--- config.mk ---
export PLATFORM = sky130hd
export DESIGN_NAME = priority_led_blink_sequencer_flat
export DESIGN_NICKNAME = d
export VERILOG_FILES = /design/src/hw/rtl/plbs_pkg.sv /design/src/hw/rtl/plbs_channels.sv /design/src/hw/rtl/priority_led_blink_sequencer.sv /design/src/hw/rtl/plbs_step.sv /design/src/flat_wrapper.sv
export SDC_FILE = /design/constraint.sdc
export NUM_CORES = 1
export LEC_CHECK = 0
export ABC_AREA = 1
export BUFFER_PORTS_ARGS = -buffer_cell sky130_fd_sc_hd__buf_2
export CORE_MARGIN = 10
export CORE_UTILIZATION = 40
export DETAILED_ROUTE_END_ITERATION = 8
export PLACE_DENSITY = 0.56
export REMOVE_ABC_BUFFERS = 1
export SYNTH_ARGS = -nofsm -noshare
export SYNTH_HDL_FRONTEND = slang
export SYNTH_SLANG_ARGS = --single-unit
--- constraint.sdc ---
create_clock -name clk -period 2.75 [get_ports clk]
set_input_delay 0.55 -clock clk [delete_from_list [all_inputs] [get_ports clk]]
set_output_delay 0.55 -clock clk [all_outputs]
set_load 0.02 [all_outputs]
--- src/hw/rtl/plbs_pkg.sv ---
`default_nettype none
// ----------------------------------------------------------------------------
// plbs_pkg: shared definitions for the priority LED blink sequencer
// Mode, request and register codes, reset values and the state, settings
// and result structures used by the step logic and the top level.
// ----------------------------------------------------------------------------
package plbs_pkg;

  // Modes, also used as pattern codes in requests.
  localparam logic [1:0] MODE_NORMAL = 2'd0;
  localparam logic [1:0] MODE_CARD   = 2'd1;
  localparam logic [1:0] MODE_ALARM  = 2'd2;

  // Pending bit masks.
  localparam logic [1:0] BIT_CARD  = 2'b01;
  localparam logic [1:0] BIT_ALARM = 2'b10;

  // Request kinds.
  localparam logic [1:0] KIND_SET     = 2'd0;
  localparam logic [1:0] KIND_CLEAR   = 2'd1;
  localparam logic [1:0] KIND_SERVICE = 2'd2;

  // Register indexes on the configuration port.
  localparam int unsigned CFG_INDEX_W = 3;
  localparam logic [CFG_INDEX_W-1:0] REG_CARD_ON     = 3'd0;
  localparam logic [CFG_INDEX_W-1:0] REG_CARD_OFF    = 3'd1;
  localparam logic [CFG_INDEX_W-1:0] REG_ALARM_ON    = 3'd2;
  localparam logic [CFG_INDEX_W-1:0] REG_ALARM_OFF   = 3'd3;
  localparam logic [CFG_INDEX_W-1:0] REG_CARD_COUNT  = 3'd4;
  localparam logic [CFG_INDEX_W-1:0] REG_ALARM_COUNT = 3'd5;

  // Register reset values.
  localparam logic [15:0] CARD_ON_RESET     = 16'd0;
  localparam logic [15:0] CARD_OFF_RESET    = 16'd25;
  localparam logic [15:0] ALARM_ON_RESET    = 16'd62;
  localparam logic [15:0] ALARM_OFF_RESET   = 16'd375;
  localparam logic [15:0] CARD_COUNT_RESET  = 16'd1;
  localparam logic [15:0] ALARM_COUNT_RESET = 16'd20;

  typedef struct packed {
    logic [15:0] card_on_ticks;
    logic [15:0] card_off_ticks;
    logic [15:0] alarm_on_ticks;
    logic [15:0] alarm_off_ticks;
    logic [15:0] card_blink_count;
    logic [15:0] alarm_blink_count;
  } cfg_t;

  typedef struct packed {
    logic [1:0]  pending_bits;
    logic [1:0]  current_mode;
    logic [15:0] blinks_left;
    logic [15:0] saved_card;
    logic [15:0] saved_alarm;
    logic [15:0] phase_ticks;
    logic        phase_on;
    logic [1:0]  last_blink_mode;
    logic        led_pin;
  } state_t;

  localparam state_t STATE_RESET = '{
    pending_bits:    2'b00,
    current_mode:    MODE_NORMAL,
    blinks_left:     16'd0,
    saved_card:      16'd0,
    saved_alarm:     16'd0,
    phase_ticks:     16'd0,
    phase_on:        1'b1,
    last_blink_mode: MODE_NORMAL,
    led_pin:         1'b1
  };

  typedef struct packed {
    logic       led_level;
    logic [1:0] active_mode;
    logic       pattern_done;
  } result_t;

endpackage
`default_nettype wire

--- src/hw/rtl/plbs_channels.sv ---
`default_nettype none
// ----------------------------------------------------------------------------
// plbs_channels: valid/ready channels of the blink sequencer
// Request channel, result channel and configuration write channel.
// ----------------------------------------------------------------------------
interface plbs_cmd_if;
  logic       valid;
  logic       ready;
  logic [1:0] kind;
  logic [1:0] pattern;
  logic       tick;
  modport source (output valid, output kind, output pattern, output tick, input ready);
  modport sink (input valid, input kind, input pattern, input tick, output ready);
endinterface

interface plbs_res_if;
  logic       valid;
  logic       ready;
  logic       led_level;
  logic [1:0] active_mode;
  logic       pattern_done;
  modport source (output valid, output led_level, output active_mode, output pattern_done,
                  input ready);
  modport sink (input valid, input led_level, input active_mode, input pattern_done,
                output ready);
endinterface

interface plbs_cfg_if;
  logic        valid;
  logic        ready;
  logic [2:0]  index;
  logic [15:0] data;
  modport source (output valid, output index, output data, input ready);
  modport sink (input valid, input index, input data, output ready);
endinterface
`default_nettype wire

--- src/hw/rtl/priority_led_blink_sequencer.sv ---
`default_nettype none
// ----------------------------------------------------------------------------
// priority_led_blink_sequencer: LED driver with two prioritised blink patterns
//
// Requests arrive on the cmd channel (set, clear or service pass with tick)
// and each produces exactly one transaction on the res channel carrying the
// LED level, the active mode and a pattern-done flag.
// The result of an accepted request is registered as the request is taken.
// Throughput is one request per cycle; the whole update is one pass of
// the step logic between the state registers and the result register,
// so cmd.ready stays high as long as the result register is empty or is
// being taken in the same cycle.
// When the receiver stalls, the result is held and cmd.ready falls until it
// is taken; no request is lost.
// The cfg channel writes the six 16-bit tick and blink-count registers and is
// always ready; indexes beyond the last register are ignored. Writes are
// expected only while no request is in flight.
// Reset (rst, synchronous) restores the register defaults, clears all pending
// patterns, selects normal mode with the LED lit and empties the result.
// ----------------------------------------------------------------------------
module priority_led_blink_sequencer (
  input wire logic clk,
  input wire logic rst,
  plbs_cfg_if.sink cfg,
  plbs_cmd_if.sink cmd,
  plbs_res_if.source res
);
  import plbs_pkg::*;

  cfg_t    regs;
  state_t  state;
  state_t  state_next;
  result_t result_next;
  result_t result;
  logic    res_valid;
  logic    cmd_take;

  assign cfg.ready = 1'b1;
  assign cmd.ready = !res_valid || res.ready;
  assign cmd_take  = cmd.valid && cmd.ready;

  // Configuration registers.
  always_ff @(posedge clk) begin
    if (rst) begin
      regs.card_on_ticks     <= CARD_ON_RESET;
      regs.card_off_ticks    <= CARD_OFF_RESET;
      regs.alarm_on_ticks    <= ALARM_ON_RESET;
      regs.alarm_off_ticks   <= ALARM_OFF_RESET;
      regs.card_blink_count  <= CARD_COUNT_RESET;
      regs.alarm_blink_count <= ALARM_COUNT_RESET;
    end else if (cfg.valid) begin
      case (cfg.index)
        REG_CARD_ON:     regs.card_on_ticks     <= cfg.data;
        REG_CARD_OFF:    regs.card_off_ticks    <= cfg.data;
        REG_ALARM_ON:    regs.alarm_on_ticks    <= cfg.data;
        REG_ALARM_OFF:   regs.alarm_off_ticks   <= cfg.data;
        REG_CARD_COUNT:  regs.card_blink_count  <= cfg.data;
        REG_ALARM_COUNT: regs.alarm_blink_count <= cfg.data;
        default: begin
        end
      endcase
    end
  end

  // Next-state logic for one request.
  plbs_step u_step (
    .cur     (state),
    .regs    (regs),
    .kind    (cmd.kind),
    .pattern (cmd.pattern),
    .tick    (cmd.tick),
    .nxt     (state_next),
    .res     (result_next)
  );

  // Sequencer state advances on each accepted transaction.
  always_ff @(posedge clk) begin
    if (rst) begin
      state <= STATE_RESET;
    end else if (cmd_take) begin
      state <= state_next;
    end
  end

  // Result register with its valid flag.
  always_ff @(posedge clk) begin
    if (rst) begin
      res_valid <= 1'b0;
    end else if (cmd_take) begin
      res_valid <= 1'b1;
    end else if (res.ready) begin
      res_valid <= 1'b0;
    end
  end

  always_ff @(posedge clk) begin
    if (cmd_take) begin
      result <= result_next;
    end
  end

  assign res.valid        = res_valid;
  assign res.led_level    = result.led_level;
  assign res.active_mode  = result.active_mode;
  assign res.pattern_done = result.pattern_done;

endmodule
`default_nettype wire

--- src/hw/rtl/plbs_step.sv ---
`default_nettype none
// ----------------------------------------------------------------------------
// plbs_step: next-state logic of the blink sequencer
// Applies one set, clear or service request to the current state and
// produces the next state together with the result of the request.
// ----------------------------------------------------------------------------
module plbs_step (
  input  var plbs_pkg::state_t  cur,
  input  var plbs_pkg::cfg_t    regs,
  input  wire logic [1:0]       kind,
  input  wire logic [1:0]       pattern,
  input  wire logic             tick,
  output var plbs_pkg::state_t  nxt,
  output var plbs_pkg::result_t res
);
  import plbs_pkg::*;

  state_t      s;
  logic        done;
  logic [15:0] old_ticks;
  logic [15:0] on_thr;
  logic [15:0] off_thr;

  // Applies one request; card or alarm thresholds follow the new mode.
  always_comb begin
    s         = cur;
    done      = 1'b0;
    old_ticks = 16'd0;
    on_thr    = regs.card_on_ticks;
    off_thr   = regs.card_off_ticks;

    case (kind)
      KIND_SET: begin
        // A set request of the pattern already running is ignored.
        if (pattern != cur.current_mode) begin
          if (pattern == MODE_CARD) begin
            s.pending_bits = s.pending_bits | BIT_CARD;
            s.saved_card   = regs.card_blink_count;
          end else if (pattern == MODE_ALARM) begin
            s.pending_bits = s.pending_bits | BIT_ALARM;
            s.saved_alarm  = regs.alarm_blink_count;
          end
        end
      end
      KIND_CLEAR: begin
        if (pattern == MODE_CARD) begin
          s.pending_bits = s.pending_bits & ~BIT_CARD;
        end else if (pattern == MODE_ALARM) begin
          s.pending_bits = s.pending_bits & ~BIT_ALARM;
        end
      end
      KIND_SERVICE: begin
        // Keep the running alarm count so that an interrupted alarm resumes.
        if (s.current_mode == MODE_ALARM) begin
          s.saved_alarm = s.blinks_left;
        end

        // Mode selection by priority.
        if ((s.pending_bits & BIT_CARD) != 2'b00) begin
          s.current_mode = MODE_CARD;
          if (s.saved_card != 16'd0) begin
            s.blinks_left = s.saved_card;
            s.saved_card  = 16'd0;
          end
        end else if ((s.pending_bits & BIT_ALARM) != 2'b00) begin
          if (s.current_mode != MODE_ALARM) begin
            s.blinks_left = s.saved_alarm;
          end
          s.current_mode = MODE_ALARM;
        end else begin
          s.current_mode = MODE_NORMAL;
        end

        if (s.current_mode == MODE_ALARM) begin
          on_thr  = regs.alarm_on_ticks;
          off_thr = regs.alarm_off_ticks;
        end

        if (s.current_mode == MODE_NORMAL) begin
          s.led_pin = 1'b1;
        end else begin
          // A change of blink mode restarts the phase.
          if (s.last_blink_mode != s.current_mode) begin
            s.phase_ticks     = 16'd0;
            s.phase_on        = 1'b1;
            s.last_blink_mode = s.current_mode;
          end
          if (tick) begin
            if (s.blinks_left == 16'd0) begin
              // Pattern exhausted: drop its pending mark.
              s.phase_ticks = 16'd0;
              done          = 1'b1;
              if (s.current_mode == MODE_CARD) begin
                s.pending_bits = s.pending_bits & ~BIT_CARD;
              end else begin
                s.pending_bits = s.pending_bits & ~BIT_ALARM;
              end
            end else begin
              old_ticks     = s.phase_ticks;
              s.phase_ticks = s.phase_ticks + 16'd1;
              if (s.phase_on) begin
                s.led_pin = 1'b1;
                if (old_ticks > on_thr) begin
                  s.phase_on    = 1'b0;
                  s.phase_ticks = 16'd0;
                end
              end else begin
                s.led_pin = 1'b0;
                if (old_ticks > off_thr) begin
                  s.phase_on    = 1'b1;
                  s.blinks_left = s.blinks_left - 16'd1;
                  s.phase_ticks = 16'd0;
                end
              end
            end
          end
        end
      end
      default: begin
        // Unused kind: state is left as it is.
      end
    endcase

    nxt              = s;
    res.led_level    = s.led_pin;
    res.active_mode  = s.current_mode;
    res.pattern_done = done;
  end

endmodule
`default_nettype wire

--- src/flat_wrapper.sv ---
// flat-port wrapper written by rule: the top's interface ports become plain ports
module priority_led_blink_sequencer_flat import plbs_pkg::*;
  (clk, rst, cfg_valid, cfg_index, cfg_data, cfg_ready, cmd_valid, cmd_kind, cmd_pattern, cmd_tick, cmd_ready, res_valid, res_led_level, res_active_mode, res_pattern_done, res_ready);
  plbs_cfg_if cfg_i ();
  plbs_cmd_if cmd_i ();
  plbs_res_if res_i ();
  input wire logic clk;
  input wire logic rst;
  input wire logic [$bits(cfg_i.valid)-1:0] cfg_valid;
  input wire logic [$bits(cfg_i.index)-1:0] cfg_index;
  input wire logic [$bits(cfg_i.data)-1:0] cfg_data;
  output wire logic [$bits(cfg_i.ready)-1:0] cfg_ready;
  input wire logic [$bits(cmd_i.valid)-1:0] cmd_valid;
  input wire logic [$bits(cmd_i.kind)-1:0] cmd_kind;
  input wire logic [$bits(cmd_i.pattern)-1:0] cmd_pattern;
  input wire logic [$bits(cmd_i.tick)-1:0] cmd_tick;
  output wire logic [$bits(cmd_i.ready)-1:0] cmd_ready;
  output wire logic [$bits(res_i.valid)-1:0] res_valid;
  output wire logic [$bits(res_i.led_level)-1:0] res_led_level;
  output wire logic [$bits(res_i.active_mode)-1:0] res_active_mode;
  output wire logic [$bits(res_i.pattern_done)-1:0] res_pattern_done;
  input wire logic [$bits(res_i.ready)-1:0] res_ready;
  assign cfg_i.valid = cfg_valid;
  assign cfg_i.index = cfg_index;
  assign cfg_i.data = cfg_data;
  assign cfg_ready = cfg_i.ready;
  assign cmd_i.valid = cmd_valid;
  assign cmd_i.kind = cmd_kind;
  assign cmd_i.pattern = cmd_pattern;
  assign cmd_i.tick = cmd_tick;
  assign cmd_ready = cmd_i.ready;
  assign res_valid = res_i.valid;
  assign res_led_level = res_i.led_level;
  assign res_active_mode = res_i.active_mode;
  assign res_pattern_done = res_i.pattern_done;
  assign res_i.ready = res_ready;
  priority_led_blink_sequencer u_core (.clk(clk), .rst(rst), .cfg(cfg_i), .cmd(cmd_i), .res(res_i));
endmodule
==> summary.txt <==
Run status: complete, but fails checks
Failing checks: negative setup slack
Sink Count: 173
Max Cap Viol: 0
RePlAce Congestion: 0.9163
Netlist cell types: 51
Num CTS Buffers: 17
CTS tree: yes
First-pass GRT wire length: 46,520 microns
LEAKAGE: 5.140 nW
Final antenna-violating net count: 0
Detailed Place HPWL: 20,560 microns
PwrDens: 572.3 mW/mm^2
Worst EP required: 3130 ps
Crit Path Class: reg -> reg
Port Buffers: 34
F_max: 0.3470 GHz
Worst Hold Class: in -> reg
DR iter-0 viols: 740
Seq. cell area: 0.003511 sq mm
GRT Total Usage: 0.1880
Core Box Area: 0.02333 sq mm
Worst-path clk slew: 70 ps
FP Rows: 56
Fillers: 2,331
Initial antenna violation count: 0
Vias in the first global route: 8,701
Die area: 0.03004 sq mm
CP Max Fanout: 6
Final net count: 1,515
Post-synth EDFFs: 4
GRT overflow: 0
Slew margin rel.: 0.4984
Yosys reg bits: 173
Fin. max-slew vios: 0
Vias: 9,231
WHS Path Cells: 4
Share of cells above drive strength 1: 0.1971
Syn-to-layout area delta: 22.70%
Clk Latency, worst-skew pair: 440 ps
Syn Std Cell Area: 0.009402 sq mm
Cells after Synth: 1,347
Antenna fix cells: 0
Multi-input gate area: 0.005439 sq mm
Final setup viols: 21
Worst-Margin Slew: 751.5 ps
Residual DRC count: 0
Area after DPL: 0.01040 sq mm
Final Hold Vio Count: 0
Hold Buf Count CTS: 0
Routed WL: 28,910 microns
Async S/R FF share, synth: 0
H-tree depth: 4
Setup ws final: -132.1 ps
Startpoint types: register
Worst EP arrival: 3260 ps
Yosys Warn Count: 0
Fin crit period: 2882 ps
Initial Util: 0.4029
Setup Skew: 13.71 ps
R2R depth: 23
Synth Flop Type: dfxtp_1
I/O pin count: 36
Drt pass-1 iters: 7
Sequential area share after synthesis: 0.3726
Drt via density: 5.186
Syn Area/Cell: 6.980 sq um
Worst setup EP type: register
Max Root-Sink Buffers: 2
Largest net degree at the start of global routing: 49
Fin Hold WS: 421.1 ps
Unrepaired setup endpoints after global routing: yes
Final instance area: 0.01154 sq mm
Clk root buf: clkbuf_16
Die X: 173.3 microns
Period utilisation layout: 1.048
Chip Height: 173.3 microns
Worst vdd ir: 0.3915 mV
Routed length per instance: 16.24 microns
[path summary, 6_finish.rpt]
check                                       from          endpoint  slack [ps]
worst max-delay path            u_core.state[70]  u_core.state[65]        -130
worst min-delay path                   res_ready  u_core.res.valid         420
worst max register to register  u_core.state[70]  u_core.state[65]        -130
worst min register to register   u_core.regs[65]   u_core.regs[65]         450
[layout make-up]
type / count / area share
Multi-Input combinational cell: 976 / 0.4715
Sequential cell: 173 / 0.3043
Timing Repair Buffer: 143 / 0.09111
Inverter: 137 / 0.04685
Clock buffer: 17 / 0.03688
Tap cell: 319 / 0.03460
Clock inverter: 15 / 0.01475
[metal layers]
layer	track usage	share of wire	up-vias
li1	-	-	4663
met1	0.2713	0.51	4349
met2	0.2878	0.44	198
met3	0.02352	0.040	21
met4	0.04959	0.012	0
met5	0	0	-
[critical path, cell delays in order, from the launching register on]
cell and delay (ps):
dfxtp_4 400, inv_6 50, nand2_8 90, nand2_4 50, nand2_4 80, nand2_4 80
buf_6 140, nor2_4 150, ha_4 150, nand2_2 50, nor2_1 100, nand4_1 180
o21ai_1 190, a21oi_1 60, nand2_1 120, nand2_4 90, nor2_4 140, inv_2 80
nor2_8 180, buf_6 140, nand4_1 80, nand2_1 80, o21bai_1 80, inv_1 50
[report_power, final]
group	switching [mW]	internal, mW	leakage (nW)
Combinational	0.944	0.532	3.43
Sequential	0.0636	2.62	1.42
Clock	1.21	1.23	0.293
Total	2.22	4.38	5.14
[cell families (layout without fill, tap and decap cells)]
family	count (synthesis)	after routing	synth area share
other	1	1	0.0003989
flip-flops	173	173	0.3726
AO/OA/AOI/OAI	320	320	0.1882
adder cells (fa/ha/maj)	38	38	0.05057
buffers and inverters	200	312	0.08557
XOR/XNOR	11	11	0.01105
multiplexers	20	20	0.02129
AND/OR/NAND/NOR	584	586	0.2703
[layout by cell type, fill, tap and decap left out, types with 5 or more instances in the layout]
cell type  count
nand4_1       22
nor2_1       199
nand2_1      217
o21ai_1       13
xor2_1         7
dfxtp_1      167
buf_6         10
clkbuf_16     17
inv_1        118
a21oi_1       78
ha_4           6
buf_2         34
ha_1          32
nor2_4        12
inv_2          8
nand3_2        5
a31oi_1       29
nand2_4        9
nor3_1         8
nand3_1       70
o21ai_2        6
inv_8          6
o21ai_0      146
nor2_2        11
o21a_1         6
a21oi_2        9
buf_4         97
a211oi_1      14
nand2_2       20
mux2i_1       16
[what timing repair did]
action	CTS	global route
pin swaps	30	24
resized for setup	75	31
endpoints found under the hold margin	0	0
gates cloned	1	1
setup endpoints to repair	33	34
buffers inserted	14	4
[cells in the mapped netlist (all sizes together) (11+ instances only)]
| library cell | count | share of area |
|---|---|---|
| dfxtp | 169 | 0.36 |
| a211oi | 14 | 0.011 |
| nand3 | 77 | 0.042 |
| inv | 132 | 0.054 |
| mux2i | 20 | 0.021 |
| a21oi | 87 | 0.049 |
| nand4 | 22 | 0.015 |
| nand2 | 247 | 0.11 |
| nor2 | 222 | 0.096 |
| ha | 38 | 0.051 |
| o21ai | 165 | 0.089 |
| buf | 14 | 0.011 |
| a31oi | 30 | 0.020 |
| clkbuf | 49 | 0.020 |
| nor3 | 11 | 0.0076 |
[sequential cells by signal (all words and copies together), names as in the netlist, named ones only]
name,flops
u_core.state,64
u_core.res.active_mode,2
u_core.res.valid,1
u_core.regs,96
u_core.res.led_level,1
u_core.res.pattern_done,1
[metrics by stage]
step / total power [mW] / TNS [ps] / cells / util / setup slack, ps
after floorplan: 3.520 / -26380 / 1284 / - / -783.5
after global placement: 4.026 / -6313 / 1728 / 0.4457 / -292.5
after detailed placement: 4.031 / -8519 / 1728 / 0.4457 / -370.8
after CTS: 6.577 / -1132 / 1775 / 0.4880 / -97.81
after global routing: 6.913 / -6642 / 1780 / 0.4944 / -308.3
final: 6.602 / -1444 / 1780 / 0.4944 / -132.1
(Power assumes the default switching activity.)
